===== src/redundant_ecu_fault_voter_top_macros.svh =====
// ----------------------------------------------------------------------------
// Assertion macros for the fault voter
// Concurrent checks clocked on i_clk, disabled while i_rst_n is low.
// ----------------------------------------------------------------------------
`ifndef REDUNDANT_ECU_FAULT_VOTER_TOP_MACROS_SVH
`define REDUNDANT_ECU_FAULT_VOTER_TOP_MACROS_SVH

`ifndef SYNTHESIS
// same-cycle implication
`define RFV_ASSERT_NOW(label, ante, cons) \
    label: assert property (@(posedge i_clk) disable iff (!i_rst_n) (ante) |-> (cons)) \
        else $error("fault voter check failed");
// next-cycle implication
`define RFV_ASSERT_NEXT(label, ante, cons) \
    label: assert property (@(posedge i_clk) disable iff (!i_rst_n) (ante) |=> (cons)) \
        else $error("fault voter check failed");
`else
`define RFV_ASSERT_NOW(label, ante, cons)
`define RFV_ASSERT_NEXT(label, ante, cons)
`endif

`endif


===== src/rfv_pkg.sv =====
// ----------------------------------------------------------------------------
// Fault voter package
// Shared codes, types and register indexes.
// ----------------------------------------------------------------------------
package rfv_pkg;

    localparam int unsigned LIMIT_W = 10;
    localparam int unsigned SPEED_W = 16;

    // configuration register indexes
    localparam logic CFG_INITIAL_UNIT = 1'b0;
    localparam logic CFG_STOP_LIMIT   = 1'b1;

    typedef enum logic [2:0] {
        UNIT_MAIN    = 3'd0,
        UNIT_SUB     = 3'd1,
        UNIT_SUP     = 3'd2,
        UNIT_UNKNOWN = 3'd3,
        UNIT_NONE    = 3'd4
    } t_unit;

    typedef enum logic [2:0] {
        MODE_NORMAL    = 3'd0,
        MODE_SUPSTOP   = 3'd1,
        MODE_COMFORT   = 3'd2,
        MODE_SUCCEEDED = 3'd3,
        MODE_FAILED    = 3'd4
    } t_mode;

    typedef struct packed {
        logic [2:0]               self_alarm;
        logic [2:0]               self_recov;
        logic [2:0]               ext_alarm_a;
        logic [2:0]               ext_alarm_b;
        logic [1:0]               switched_unit;
        logic signed [SPEED_W-1:0] speed;
    } t_item;

    typedef struct packed {
        t_unit fault;
        t_unit stopper;
        logic  csas;
        logic  ext_found;
        logic  stopped;
    } t_decision;

    typedef struct packed {
        t_mode mode;
        t_unit fault_unit;
        t_unit stop_unit;
        logic  pending;
    } t_voter_state;

endpackage


===== src/rfv_in_if.sv =====
// ----------------------------------------------------------------------------
// Fault voter input channel
// One beat carries one evaluation tick.
// ----------------------------------------------------------------------------
interface rfv_in_if;
    logic               valid;
    logic               ready;
    logic [2:0]         self_alarm;
    logic [2:0]         self_recov;
    logic [2:0]         ext_alarm_a;
    logic [2:0]         ext_alarm_b;
    logic [1:0]         switched_unit;
    logic signed [15:0] speed;

    modport source (
        output valid, self_alarm, self_recov, ext_alarm_a, ext_alarm_b,
               switched_unit, speed,
        input  ready
    );
    modport sink (
        input  valid, self_alarm, self_recov, ext_alarm_a, ext_alarm_b,
               switched_unit, speed,
        output ready
    );
endinterface


===== src/rfv_out_if.sv =====
// ----------------------------------------------------------------------------
// Fault voter result channel
// One beat carries the voter state after one tick.
// ----------------------------------------------------------------------------
interface rfv_out_if;
    logic       valid;
    logic       ready;
    logic [2:0] mode;
    logic [2:0] faulty_unit;
    logic [2:0] stopping_unit;
    logic       stop_after_switch;
    logic       external_found;
    logic       illegal_request;

    modport source (
        output valid, mode, faulty_unit, stopping_unit, stop_after_switch,
               external_found, illegal_request,
        input  ready
    );
    modport sink (
        input  valid, mode, faulty_unit, stopping_unit, stop_after_switch,
               external_found, illegal_request,
        output ready
    );
endinterface


===== src/rfv_decide.sv =====
// ----------------------------------------------------------------------------
// Fault voter decision
// Per-unit error status and the stop operation for one tick.
// ----------------------------------------------------------------------------
module rfv_decide (
    input  rfv_pkg::t_item                 i_item,
    input  logic                           i_initial_unit,
    input  logic [rfv_pkg::LIMIT_W-1:0]    i_stop_limit,
    output rfv_pkg::t_decision             o_dec
);

    logic [2:0] ext_err;
    logic [2:0] ext_stop, ext_switch;
    logic [2:0] self_stop, self_switch;
    logic [2:0] mask, stop_v, switch_v;
    logic       init_sel, multi, stop_hit, switch_hit;
    rfv_pkg::t_unit single_unit;

    assign ext_err  = i_item.ext_alarm_a & i_item.ext_alarm_b;
    assign init_sel = (i_item.switched_unit == {1'b0, i_initial_unit});

    always_comb begin
        for (int u = 0; u < 3; u++) begin
            if (i_item.switched_unit == 2'(u)) begin
                ext_stop[u]    = 1'b1;
                ext_switch[u]  = 1'b1;
                self_stop[u]   = ~i_item.self_recov[u];
                self_switch[u] = ~i_item.self_recov[u];
            end else begin
                ext_stop[u]    = init_sel;
                ext_switch[u]  = 1'b0;
                self_stop[u]   = init_sel;
                self_switch[u] = 1'b0;
            end
        end
    end

    // external monitoring takes precedence over self reports
    assign mask       = (ext_err != 3'd0) ? ext_err    : i_item.self_alarm;
    assign stop_v     = (ext_err != 3'd0) ? ext_stop   : self_stop;
    assign switch_v   = (ext_err != 3'd0) ? ext_switch : self_switch;
    assign multi      = ((mask & (mask - 3'd1)) != 3'd0);
    assign stop_hit   = |(stop_v & mask);
    assign switch_hit = |(switch_v & mask);

    always_comb begin
        case (mask)
            3'b001:  single_unit = rfv_pkg::UNIT_MAIN;
            3'b010:  single_unit = rfv_pkg::UNIT_SUB;
            3'b100:  single_unit = rfv_pkg::UNIT_SUP;
            default: single_unit = rfv_pkg::UNIT_UNKNOWN;
        endcase
    end

    always_comb begin
        o_dec.ext_found = (ext_err != 3'd0);
        // speed is signed, limit is unsigned: compare on 17 bits
        o_dec.stopped   = ($signed({i_item.speed[15], i_item.speed}) <
                           $signed({7'd0, i_stop_limit}));
        o_dec.fault     = rfv_pkg::UNIT_NONE;
        o_dec.stopper   = rfv_pkg::UNIT_NONE;
        o_dec.csas      = 1'b0;
        if (mask == 3'd0) begin
            o_dec.fault = rfv_pkg::UNIT_NONE;
        end else if (multi) begin
            o_dec.fault   = rfv_pkg::UNIT_UNKNOWN;
            o_dec.stopper = rfv_pkg::UNIT_SUP;
        end else begin
            o_dec.fault = single_unit;
            if (!stop_hit) begin
                o_dec.stopper = rfv_pkg::UNIT_NONE;
            end else if (switch_hit) begin
                o_dec.stopper = rfv_pkg::UNIT_SUP;
                o_dec.csas    = 1'b1;
            end else if (i_item.switched_unit != 2'd3) begin
                o_dec.stopper = rfv_pkg::t_unit'({1'b0, i_item.switched_unit});
            end
        end
    end

endmodule


===== src/rfv_voter.sv =====
// ----------------------------------------------------------------------------
// Fault voter state machine
// Five-mode voter with held fault and stopping units.
// ----------------------------------------------------------------------------
module rfv_voter (
    input  logic                  i_clk,
    input  logic                  i_rst_n,
    input  logic                  i_adv,
    input  rfv_pkg::t_decision    i_dec,
    input  logic                  i_initial_unit,
    output rfv_pkg::t_voter_state o_state,
    output rfv_pkg::t_voter_state o_next,
    output logic                  o_illegal
);

    rfv_pkg::t_voter_state r_state, n_state;
    rfv_pkg::t_unit        init_unit;
    logic                  n_illegal;

    assign init_unit = rfv_pkg::t_unit'({2'b00, i_initial_unit});

    always_comb begin
        n_state   = r_state;
        n_illegal = 1'b0;
        case (r_state.mode)
            rfv_pkg::MODE_NORMAL: begin
                if (i_dec.fault != rfv_pkg::UNIT_NONE) begin
                    if (i_dec.stopper == rfv_pkg::UNIT_SUP) begin
                        n_state.mode       = rfv_pkg::MODE_SUPSTOP;
                        n_state.fault_unit = i_dec.fault;
                        n_state.pending    = i_dec.csas;
                    end else if (i_dec.stopper != rfv_pkg::UNIT_NONE) begin
                        if (i_dec.stopper != init_unit) begin
                            n_illegal = 1'b1;
                        end else begin
                            n_state.mode       = rfv_pkg::MODE_COMFORT;
                            n_state.fault_unit = i_dec.fault;
                            n_state.pending    = 1'b0;
                        end
                    end
                end
            end
            rfv_pkg::MODE_SUPSTOP: begin
                if (i_dec.stopped) begin
                    if (r_state.pending) begin
                        n_state.pending = 1'b0;
                        if (r_state.fault_unit == rfv_pkg::UNIT_MAIN) begin
                            n_state.stop_unit = rfv_pkg::UNIT_SUB;
                            n_state.mode      = rfv_pkg::MODE_COMFORT;
                        end else if (r_state.fault_unit == rfv_pkg::UNIT_SUB) begin
                            n_state.stop_unit = rfv_pkg::UNIT_MAIN;
                            n_state.mode      = rfv_pkg::MODE_COMFORT;
                        end else begin
                            n_state.mode = rfv_pkg::MODE_FAILED;
                        end
                    end else begin
                        n_state.mode = rfv_pkg::MODE_SUCCEEDED;
                    end
                end else if (i_dec.fault == rfv_pkg::UNIT_NONE) begin
                    n_state.mode       = rfv_pkg::MODE_NORMAL;
                    n_state.fault_unit = rfv_pkg::UNIT_NONE;
                    n_state.stop_unit  = rfv_pkg::UNIT_NONE;
                    n_state.pending    = 1'b0;
                end else if (i_dec.stopper == rfv_pkg::UNIT_NONE) begin
                    n_state = r_state;
                end else if (i_dec.stopper != rfv_pkg::UNIT_SUP) begin
                    if (i_dec.stopper != init_unit) begin
                        n_illegal = 1'b1;
                    end else begin
                        n_state.mode       = rfv_pkg::MODE_COMFORT;
                        n_state.fault_unit = i_dec.fault;
                        n_state.stop_unit  = i_dec.stopper;
                        n_state.pending    = 1'b0;
                    end
                end else begin
                    n_state.fault_unit = i_dec.fault;
                    if (!i_dec.csas) begin
                        n_state.pending = 1'b0;
                    end
                end
            end
            rfv_pkg::MODE_COMFORT: begin
                if (i_dec.stopped) begin
                    n_state.mode = rfv_pkg::MODE_SUCCEEDED;
                end else if (i_dec.fault == rfv_pkg::UNIT_NONE) begin
                    n_state.mode       = rfv_pkg::MODE_NORMAL;
                    n_state.fault_unit = rfv_pkg::UNIT_NONE;
                    n_state.stop_unit  = rfv_pkg::UNIT_NONE;
                    n_state.pending    = 1'b0;
                end else if (i_dec.stopper == rfv_pkg::UNIT_NONE) begin
                    n_state = r_state;
                end else if (i_dec.stopper == rfv_pkg::UNIT_SUP) begin
                    n_state.mode       = rfv_pkg::MODE_SUPSTOP;
                    n_state.fault_unit = i_dec.fault;
                    n_state.stop_unit  = rfv_pkg::UNIT_SUP;
                    n_state.pending    = i_dec.csas;
                end else if (i_dec.stopper != r_state.stop_unit) begin
                    if (i_dec.stopper != init_unit) begin
                        n_illegal = 1'b1;
                    end else begin
                        n_state.stop_unit = i_dec.stopper;
                    end
                end
            end
            default: begin
                // succeeded and failed hold until reset
                n_state = r_state;
            end
        endcase
    end

    always_ff @(posedge i_clk) begin
        if (!i_rst_n) begin
            r_state.mode       <= rfv_pkg::MODE_NORMAL;
            r_state.fault_unit <= rfv_pkg::UNIT_NONE;
            r_state.stop_unit  <= rfv_pkg::UNIT_NONE;
            r_state.pending    <= 1'b0;
        end else if (i_adv) begin
            r_state <= n_state;
        end
    end

    assign o_state   = r_state;
    assign o_next    = n_state;
    assign o_illegal = n_illegal;

endmodule


===== src/redundant_ecu_fault_voter_top.sv =====
// ----------------------------------------------------------------------------
// Redundant ECU fault voter, top level
// Path: input beat -> input reg (r_item) -> result reg (r_res_state) -> result beat.
// Throughput: one tick per cycle, except while a held result waits for o_result.ready.
// Reset: synchronous active-low i_rst_n; voter normal, units none, regs default.
// ----------------------------------------------------------------------------
`include "redundant_ecu_fault_voter_top_macros.svh"

module redundant_ecu_fault_voter_top (
    input  logic                        i_clk,
    input  logic                        i_rst_n,
    input  logic                        i_cfg_we,
    input  logic                        i_cfg_idx,
    input  logic [rfv_pkg::LIMIT_W-1:0] i_cfg_data,
    rfv_in_if.sink                      i_item,
    rfv_out_if.source                   o_result
);

    // Pipeline: an input beat lands in r_item; the stage advances when the
    // result register is empty or being drained. The voter state updates on
    // the same edge that loads the result, so results leave in tick order.

    logic                        r_initial_unit;
    logic [rfv_pkg::LIMIT_W-1:0] r_stop_limit;

    logic                  r_in_valid;
    rfv_pkg::t_item        r_item;
    logic                  r_out_valid;
    rfv_pkg::t_voter_state r_res_state;
    logic                  r_res_ext;
    logic                  r_res_illegal;

    logic                  adv;
    rfv_pkg::t_decision    dec;
    rfv_pkg::t_voter_state cur_state, nxt_state;
    logic                  illegal;

    assign adv          = r_in_valid && (!r_out_valid || o_result.ready);
    assign i_item.ready = !r_in_valid || adv;

    // config writes must only happen while idle; the block itself does not enforce this
    always_ff @(posedge i_clk) begin
        if (!i_rst_n) begin
            r_initial_unit <= 1'b0;
            r_stop_limit   <= rfv_pkg::LIMIT_W'(1);
        end else if (i_cfg_we) begin
            case (i_cfg_idx)
                rfv_pkg::CFG_INITIAL_UNIT: r_initial_unit <= i_cfg_data[0];
                rfv_pkg::CFG_STOP_LIMIT:   r_stop_limit   <= i_cfg_data;
                default:                   r_stop_limit   <= r_stop_limit;
            endcase
        end
    end

    // handshake control
    always_ff @(posedge i_clk) begin
        if (!i_rst_n) begin
            r_in_valid  <= 1'b0;
            r_out_valid <= 1'b0;
        end else begin
            if (i_item.ready) begin
                r_in_valid <= i_item.valid;
            end
            if (adv) begin
                r_out_valid <= 1'b1;
            end else if (o_result.ready) begin
                r_out_valid <= 1'b0;
            end
        end
    end

    // payload registers, no reset
    always_ff @(posedge i_clk) begin
        if (i_item.valid && i_item.ready) begin
            r_item.self_alarm    <= i_item.self_alarm;
            r_item.self_recov    <= i_item.self_recov;
            r_item.ext_alarm_a   <= i_item.ext_alarm_a;
            r_item.ext_alarm_b   <= i_item.ext_alarm_b;
            r_item.switched_unit <= i_item.switched_unit;
            r_item.speed         <= i_item.speed;
        end
        if (adv) begin
            r_res_state   <= nxt_state;
            r_res_ext     <= dec.ext_found;
            r_res_illegal <= illegal;
        end
    end

    rfv_decide u_decide (
        .i_item         (r_item),
        .i_initial_unit (r_initial_unit),
        .i_stop_limit   (r_stop_limit),
        .o_dec          (dec)
    );

    rfv_voter u_voter (
        .i_clk          (i_clk),
        .i_rst_n        (i_rst_n),
        .i_adv          (adv),
        .i_dec          (dec),
        .i_initial_unit (r_initial_unit),
        .o_state        (cur_state),
        .o_next         (nxt_state),
        .o_illegal      (illegal)
    );

    assign o_result.valid             = r_out_valid;
    assign o_result.mode              = r_res_state.mode;
    assign o_result.faulty_unit       = r_res_state.fault_unit;
    assign o_result.stopping_unit     = r_res_state.stop_unit;
    assign o_result.stop_after_switch = r_res_state.pending;
    assign o_result.external_found    = r_res_ext;
    assign o_result.illegal_request   = r_res_illegal;

    // terminal modes never leave
    `RFV_ASSERT_NEXT(a_succeeded_holds, cur_state.mode == rfv_pkg::MODE_SUCCEEDED, cur_state.mode == rfv_pkg::MODE_SUCCEEDED)
    `RFV_ASSERT_NEXT(a_failed_holds, cur_state.mode == rfv_pkg::MODE_FAILED, cur_state.mode == rfv_pkg::MODE_FAILED)
    // an illegal request leaves the voter untouched
    `RFV_ASSERT_NEXT(a_illegal_keeps_state, adv && illegal, cur_state == $past(cur_state))
    // normal mode never holds a fault unit
    `RFV_ASSERT_NOW(a_normal_no_fault, cur_state.mode == rfv_pkg::MODE_NORMAL, cur_state.fault_unit == rfv_pkg::UNIT_NONE)

endmodule

===== src/flat_wrapper.sv =====
// flat-port wrapper written by rule: the top's interface ports become plain ports
module redundant_ecu_fault_voter_top_flat 
  (i_clk, i_rst_n, i_cfg_we, i_cfg_idx, i_cfg_data, i_item_valid, i_item_self_alarm, i_item_self_recov, i_item_ext_alarm_a, i_item_ext_alarm_b, i_item_switched_unit, i_item_speed, i_item_ready, o_result_valid, o_result_mode, o_result_faulty_unit, o_result_stopping_unit, o_result_stop_after_switch, o_result_external_found, o_result_illegal_request, o_result_ready);
  rfv_in_if i_item_i ();
  rfv_out_if o_result_i ();
  input  logic i_clk;
  input  logic i_rst_n;
  input  logic i_cfg_we;
  input  logic i_cfg_idx;
  input  logic [rfv_pkg::LIMIT_W-1:0] i_cfg_data;
  input wire logic [$bits(i_item_i.valid)-1:0] i_item_valid;
  input wire logic [$bits(i_item_i.self_alarm)-1:0] i_item_self_alarm;
  input wire logic [$bits(i_item_i.self_recov)-1:0] i_item_self_recov;
  input wire logic [$bits(i_item_i.ext_alarm_a)-1:0] i_item_ext_alarm_a;
  input wire logic [$bits(i_item_i.ext_alarm_b)-1:0] i_item_ext_alarm_b;
  input wire logic [$bits(i_item_i.switched_unit)-1:0] i_item_switched_unit;
  input wire logic [$bits(i_item_i.speed)-1:0] i_item_speed;
  output wire logic [$bits(i_item_i.ready)-1:0] i_item_ready;
  output wire logic [$bits(o_result_i.valid)-1:0] o_result_valid;
  output wire logic [$bits(o_result_i.mode)-1:0] o_result_mode;
  output wire logic [$bits(o_result_i.faulty_unit)-1:0] o_result_faulty_unit;
  output wire logic [$bits(o_result_i.stopping_unit)-1:0] o_result_stopping_unit;
  output wire logic [$bits(o_result_i.stop_after_switch)-1:0] o_result_stop_after_switch;
  output wire logic [$bits(o_result_i.external_found)-1:0] o_result_external_found;
  output wire logic [$bits(o_result_i.illegal_request)-1:0] o_result_illegal_request;
  input wire logic [$bits(o_result_i.ready)-1:0] o_result_ready;
  assign i_item_i.valid = i_item_valid;
  assign i_item_i.self_alarm = i_item_self_alarm;
  assign i_item_i.self_recov = i_item_self_recov;
  assign i_item_i.ext_alarm_a = i_item_ext_alarm_a;
  assign i_item_i.ext_alarm_b = i_item_ext_alarm_b;
  assign i_item_i.switched_unit = i_item_switched_unit;
  assign i_item_i.speed = i_item_speed;
  assign i_item_ready = i_item_i.ready;
  assign o_result_valid = o_result_i.valid;
  assign o_result_mode = o_result_i.mode;
  assign o_result_faulty_unit = o_result_i.faulty_unit;
  assign o_result_stopping_unit = o_result_i.stopping_unit;
  assign o_result_stop_after_switch = o_result_i.stop_after_switch;
  assign o_result_external_found = o_result_i.external_found;
  assign o_result_illegal_request = o_result_i.illegal_request;
  assign o_result_i.ready = o_result_ready;
  redundant_ecu_fault_voter_top u_core (.i_clk(i_clk), .i_rst_n(i_rst_n), .i_cfg_we(i_cfg_we), .i_cfg_idx(i_cfg_idx), .i_cfg_data(i_cfg_data), .i_item(i_item_i), .o_result(o_result_i));
endmodule

===== config.mk =====
export PLATFORM = sky130hd
export DESIGN_NAME = redundant_ecu_fault_voter_top_flat
export DESIGN_NICKNAME = d
export VERILOG_FILES = /design/src/rfv_pkg.sv /design/src/rfv_in_if.sv /design/src/rfv_out_if.sv /design/src/rfv_decide.sv /design/src/rfv_voter.sv /design/src/redundant_ecu_fault_voter_top.sv /design/src/flat_wrapper.sv
export VERILOG_INCLUDE_DIRS = /design/src /design/src/src
export SDC_FILE = /design/constraint.sdc
export NUM_CORES = 1
export LEC_CHECK = 0
export ABC_CLOCK_PERIOD_IN_PS = 5800
export BUFFER_PORTS_ARGS = -buffer_cell sky130_fd_sc_hd__buf_2
export CAP_MARGIN = 25
export CORE_ASPECT_RATIO = 0.8
export CORE_UTILIZATION = 60
export CTS_CLUSTER_SIZE = 16
export DETAILED_ROUTE_END_ITERATION = 16
export GPL_ROUTABILITY_DRIVEN = 0
export GPL_TIMING_DRIVEN = 0
export PLACE_DENSITY = 0.93
export SETUP_SLACK_MARGIN = 0.1
export SLEW_MARGIN = 10
export SYNTH_ARGS = -nofsm -noshare
export SYNTH_HDL_FRONTEND = slang
export SYNTH_SLANG_ARGS = --single-unit

===== constraint.sdc =====
create_clock -name i_clk -period 5.8 [get_ports i_clk]
set_input_delay 0.29 -clock i_clk [delete_from_list [all_inputs] [get_ports i_clk]]
set_output_delay 0.29 -clock i_clk [all_outputs]
set_load 0.02 [all_outputs]

==> results of run 1 <==
==> Yosys cell counts, drive strengths merged, types with 3 or more instances <==
cell    number  area share [%]
edfxtp      42              39
nand2       40             4.9
dfxtp       23              14
a21oi       20             3.3
o21ai       18             2.9
inv         15             1.7
nor2        14             1.7
a21boi      11             2.6
ha           9             3.5
nand3        8             1.2
nor2b        8             1.6
o211ai       8             2.0
a31oi        6             1.6
clkbuf       6            0.70
nor3         6            0.93
a211oi       5             1.6
a22o         5             1.4
and2         4            0.78
and3         4            0.78
nand4        3            0.58
nor4         3            0.58
o21a         3            0.70
o31ai        3            0.70
==> layout make-up <==
type                       instances  area [µm²]
inverter                          15        56.3
multi-input combinational        214        1410
clock buffer                       9         124
clock inverter                     7        61.3
buffer                             7        30.0
tap                               62        77.6
sequential                        65        1720
timing repair buffer              61         322
fill                             334        1290
==> state kept, by name, indices dropped and copies added, names as in the netlist <==
name                               cells
u_core.r_item                         30
u_core.o_result.faulty_unit            3
u_core.o_result.illegal_request        1
u_core.o_result.stop_after_switch      1
u_core.r_initial_unit                  1
u_core.o_result.external_found         1
u_core.o_result.valid                  1
u_core.u_voter.o_state                10
u_core.o_result.mode                   3
u_core.o_result.stopping_unit          3
u_core.r_stop_limit                   10
u_core.r_in_valid                      1
==> cells in the final DEF, fill, tap and decap left out, types with 5 or more instances in the layout <==
cell | synthesis | layout
dfxtp_1 | 23 | 23
a22o_1 | 5 | 5
clkbuf_8 | 0 | 9
inv_1 | 15 | 15
nor3_1 | 6 | 6
nor2b_1 | 8 | 8
clkbuf_1 | 6 | 6
edfxtp_1 | 42 | 42
nor2_1 | 13 | 13
nand3_1 | 8 | 8
nand2_1 | 39 | 39
ha_1 | 9 | 9
a21boi_0 | 11 | 11
buf_2 | 0 | 59
o21ai_0 | 15 | 15
o211ai_1 | 7 | 7
a21oi_1 | 18 | 18
a31oi_1 | 5 | 5
==> final timing paths <==
path                            depth (start not counted)  slack [ps]                              to                   start
worst min-delay path                                    1         110                u_core.r_item[1]         i_item_speed[1]
worst max register to register                          8        3180  u_core.o_result.faulty_unit[0]        u_core.r_item[2]
worst min register to register                          2         460          u_core.r_stop_limit[8]  u_core.r_stop_limit[8]
worst max-delay path                                    8        3180  u_core.o_result.faulty_unit[0]        u_core.r_item[2]
==> worst max-delay path, cell delays in order (launching register included) <==
cell,delay (ps)
edfxtp_1,370
ha_1,310
a21oi_1,130
o21ai_0,110
a221oi_2,480
o21ai_2,160
a2111oi_1,490
a21oi_2,100
a22o_1,220
==> report_power, final <==
part	switching [mW]	total (mW)	leakage (nW)	internal, mW
Sequential	0.0175	0.542	0.594	0.524
Combinational	0.102	0.169	0.788	0.0673
Clock	0.168	0.361	0.0877	0.193
Total	0.287	1.07	1.47	0.785
==> stage by stage <==
step	total power [mW]	instance area [µm²]	hold WS, ps
after floorplan	0.662	3220	389
after global placement	0.706	3590	451
after detailed placement	0.715	3610	457
after CTS	1.08	3790	97.8
after global routing	1.12	3800	95.2
final	1.07	3800	113
==> logic make-up after synthesis <==
family	after synthesis	synth area share, %
compound gates	100	23.3
fa+ha+maj	9	3.50
buf+inv	22	2.68
flops	65	53.5
mux	2	0.660
other cells	1	0.116
simple gates	102	16.2
==> metal layers <==
layer	share of wire (%)	wire length, µm
met4	3.3	225
met2	47	3200
met3	8.0	547
met5	0	0
met1	42	2850
==> flow_summary.json, run 1 <==
{
  "status": "finished, violations left",
  "violations": "DRC",
  "cts_tree": "done",
  "die_y_um": 67.5,
  "antenna_found_initial": 0,
  "grt_pass1_vias": 2613,
  "crit_arrival_ps": 2720,
  "fin_cells": 440,
  "setup_viol": 0,
  "fin_nets": 428,
  "syn_nets": 356,
  "ys.flop_type": "edfxtp_1",
  "hold_viol_final": 0,
  "overflow": 0,
  "start_util_pct": 63.2,
  "core_area_um2": 5090,
  "fin_ws_ps": 3180,
  "dp_hpwl_um": 4860,
  "first_pass_iters": 12,
  "met1_usage_pct": 30.9,
  "port-buffer-count": 59,
  "area_growth_pct": 18.1,
  "endpoint_kind": "register",
  "busiest_layer": "met2",
  "worstSkewPairLatency_ps": 350,
  "tightest_slew_ps": 608,
  "post_cts_buffers": 0,
  "cts.sink_count": 65,
  "cts_buffers": 9,
  "synth_cell_types": 61,
  "die_w_um": 83.9,
  "maxSlewHeadroom_pct": 59.1,
  "rsz0062_at_grt": "no",
  "met2_usage_pct": 46.7,
  "grt_start_max_net_pins": 23,
  "power.density_nw_per_um2": 282,
  "grtUsageMet3_pct": 7.33,
  "clkTransAtPathRegs_ps": 70,
  "ant_nets": 0,
  "drc": 8,
  "n_antenna_cell": 0,
  "dieArea_um2": 5670,
  "tns_ps": 0,
  "async_reset_ff_share_pct": 0,
  "post-route-period-util_pct": 45.1,
  "critPathRequiredTime_ps": 5900,
  "min_period_ps": 2620,
  "cts.path.max_buffers": 2,
  "vias": 2699,
  "htree_levels": 3,
  "drv_cap": 0,
  "avgSynthCellArea_um2": 10.7,
  "pre_cts_ws_ps": 3200,
  "dp.cells": 423,
  "ys_warn_count": 0,
  "ys_ff_latch": 65,
  "skew_ps": 7.82,
  "wire_per_inst_um": 15.5,
  "viasPerCell": 6.13,
  "synth_edf_count": 42,
  "rows": 23,
  "ys_seq_area_share_pct": 53.5,
  "drt_iter0_markers": 301,
  "cts_resized": 0,
  "syn_inst": 301,
  "path_class": "reg2reg",
  "cts_root_buffer": "clkbuf_8",
  "total_leakage_power_nw": 1.47,
  "fmax_mhz": 382,
  "grt_pass1_wl_um": 11400,
  "cts_hold_buf": 0,
  "io_pins": 60,
  "critPathMaxFanout": 4,
  "drive_gt1_share_pct": 23.8,
  "ir_worst_vdd_mv": 0.193,
  "routed_wl_um": 6820,
  "start_kind": "register",
  "utilization_pct": 74.7,
  "holdCritPathClass": "in2reg",
  "grt_usage_pct": 26.8,
  "netlist_area_um2": 3220,
  "report.final.slew_viol_count": 0
}
Power figures use the tool's default switching activity.
==> run 2: changes to the inputs <==
ABC_CLOCK_PERIOD_IN_PS = 2450   (was 5800)
CORE_UTILIZATION = 55   (was 60)
PLACE_DENSITY = 0.87   (was 0.93)
clock period = 2.45 ns   (was 5.8 ns; I/O delays follow)
==> run 2 against run 1 <==
  * The flow finishes with violations (setup timing)
  * Register-to-register slack worse by 3200 ps
  * Clock-buffer cell count grew 2
  * Critical path type unchanged
  * Clock skew grew 3.2 ps
  * Non-clock buffer count up 42
  * Worst setup slack worse by 3200 ps
  * Maximum frequency up 6.2%
==> flow_summary.json, run 2 (same netlist as run 1, synthesis figures left out) <==
{
  "status": "finished, violations left",
  "violations": "setup timing",
  "port-buffer-count": 59,
  "die_y_um": 70.4,
  "n_antenna_cell": 0,
  "comb_power_share_pct": 20.2,
  "cts_tree": "done",
  "drt_iter0_markers": 307,
  "power.total_mw": 2.64,
  "fill_cells": 333,
  "first_pass_iters": 7,
  "worstSkewPairLatency_ps": 350,
  "fin_cells": 498,
  "crit_arrival_ps": 2570,
  "final_common_cell": "buf_2",
  "grt_pass1_wl_um": 12500,
  "endpoint_kind": "register",
  "fin_nets": 470,
  "critPathRequiredTime_ps": 2550,
  "wire_per_inst_um": 17.2,
  "start_util_pct": 58.0,
  "viasPerCell": 6.01,
  "die_w_um": 87.6,
  "drive_gt1_share_pct": 31.2,
  "start_kind": "register",
  "p_sw_mw": 0.766,
  "dpl_cell_area_um2": 3630,
  "drv_cap": 0,
  "skew_ps": 11.0,
  "regArea_um2": 1730,
  "largest_reg_flops": 30,
  "grt_start_max_net_pins": 23,
  "routed_wl_um": 8550,
  "seqPwrFrac_pct": 48.8,
  "dp_hpwl_um": 4920,
  "path_buf_inv": 0,
  "area_growth_pct": 36.7,
  "overflow": 0,
  "setup_viol": 1,
  "total_leakage_power_nw": 1.69,
  "fmax_mhz": 405,
  "utilization_pct": 79.2,
  "cts.path.max_buffers": 2,
  "path_class": "reg2reg",
  "rsz0062_at_grt": "yes",
  "clkPwrFrac_pct": 30.9,
  "grt_usage_pct": 27.0,
  "intPower_mw": 1.87,
  "grt_pass1_vias": 2750,
  "max_flop_register": "u_core.r_item",
  "cts_root_buffer": "clkbuf_8",
  "swShare_pct": 29.0,
  "cts.sink_count": 65,
  "io_pins": 60,
  "slowest_stage": "or4_4",
  "cts_buffers": 9,
  "ir_worst_vdd_mv": 0.460,
  "rows": 24,
  "maxSlewHeadroom_pct": 50.9,
  "htree_levels": 3,
  "tightest_slew_ps": 731,
  "hold_viol_final": 0,
  "dp.cells": 439,
  "power.density_nw_per_um2": 599,
  "ant_nets": 0,
  "min_period_ps": 2470,
  "final_cell_mix": "buf_2, edfxtp_1, nand2_1",
  "dieArea_um2": 6170,
  "cp_common_cell": "a22o_1",
  "crit_family": "compound AO/OA/AOI/OAI gates",
  "final_area_um2": 4400,
  "antenna_found_initial": 0,
  "holdCritPathClass": "in2reg",
  "post-route-period-util_pct": 101,
  "core_area_um2": 5560,
  "max_stage_delay_ps": 540,
  "path_cells": "ha_4 > nand2_2 > or4_4 > o211ai_1 > a22o_1 > nand3_2 > a22o_1",
  "multi_input_area_um2": 1600,
  "critPathMaxFanout": 4,
  "fin_ws_ps": -16.4,
  "vias": 2994,
  "drc": 0,
  "clkTransAtPathRegs_ps": 70,
  "report.final.slew_viol_count": 0
}
[run 2: changes by cell type in the layout (fill, tap and decap cells not counted), sizes merged]
| cell | before | now |
|---|---|---|
| clkbuf | 15 | 17 |
| clkinvlp | 2 | 1 |
| bufinv | 1 | 0 |
| dlygate4sd3 | 0 | 31 |
| buf | 62 | 73 |
[run 2: final timing paths]
kind                                             start                        endpoint  slack (ps)  depth (start not counted)
worst max-delay path                  u_core.r_item[9]  u_core.o_result.faulty_unit[0]         -20                          7
worst min-delay path                     i_cfg_data[1]          u_core.r_stop_limit[1]          20                          3
worst max register to register        u_core.r_item[9]  u_core.o_result.faulty_unit[0]         -20                          7
worst min register to register  u_core.r_stop_limit[2]          u_core.r_stop_limit[2]         470                          2
[run 2: worst min-delay path, stage by stage]
cell and delay (ps):
buf_2 100, nand2_1 40, a21boi_0 60
[run 2: layout make-up]
class,count,area share (%)
clock inverter,5,0.711
timing repair buffer,103,16.3
sequential,65,39.2
buffer,7,0.767
tap,78,2.22
inverter,15,1.28
clock buffer,11,3.21
multi-input combinational,214,36.3
[run 2: power by group through the flow]
stage                     registers (mW)  clock network [mW]  logic [mW]
after floorplan                     1.31                   0       0.252
after global placement              1.30                   0       0.369
after detailed placement            1.31                   0       0.384
after CTS                           1.28               0.810       0.442
after global routing                1.29               0.867       0.573
final                               1.29               0.816       0.534
[run 2: through the flow]
| step | hold slack (ps) | TNS [ps] | setup slack (ps) |
|---|---|---|---|
| 3_5_place_dp | 301 | -670 | -172 |
| 5_1_grt | 25.9 | -380 | -92.3 |
| 3_3_place_gp | 299 | -382 | -151 |
| 6_report | 18.8 | -16.4 | -16.4 |
| 2_1_floorplan | 221 | 0 | 114 |
| 4_1_cts | 12.3 | 0 | 56.4 |
[run 2: timing repair]
action | CTS | global route
pin swaps | 7 | 24
setup buffers | 3 | 7
resized for setup | 10 | 32
endpoints found under the setup margin | 14 | 18
gates cloned | 1 | 0
hold buffers | 31 | 0
hold endpoints to repair | 31 | 0
[run 2: metal layers]
metal	vias to the layer above	wire length [µm]	GRT usage, %
li1	1373	-	-
met4	0	244	11.1
met1	1403	3400	34.3
met2	192	4150	44.0
met5	-	0	0
met3	26	751	6.50
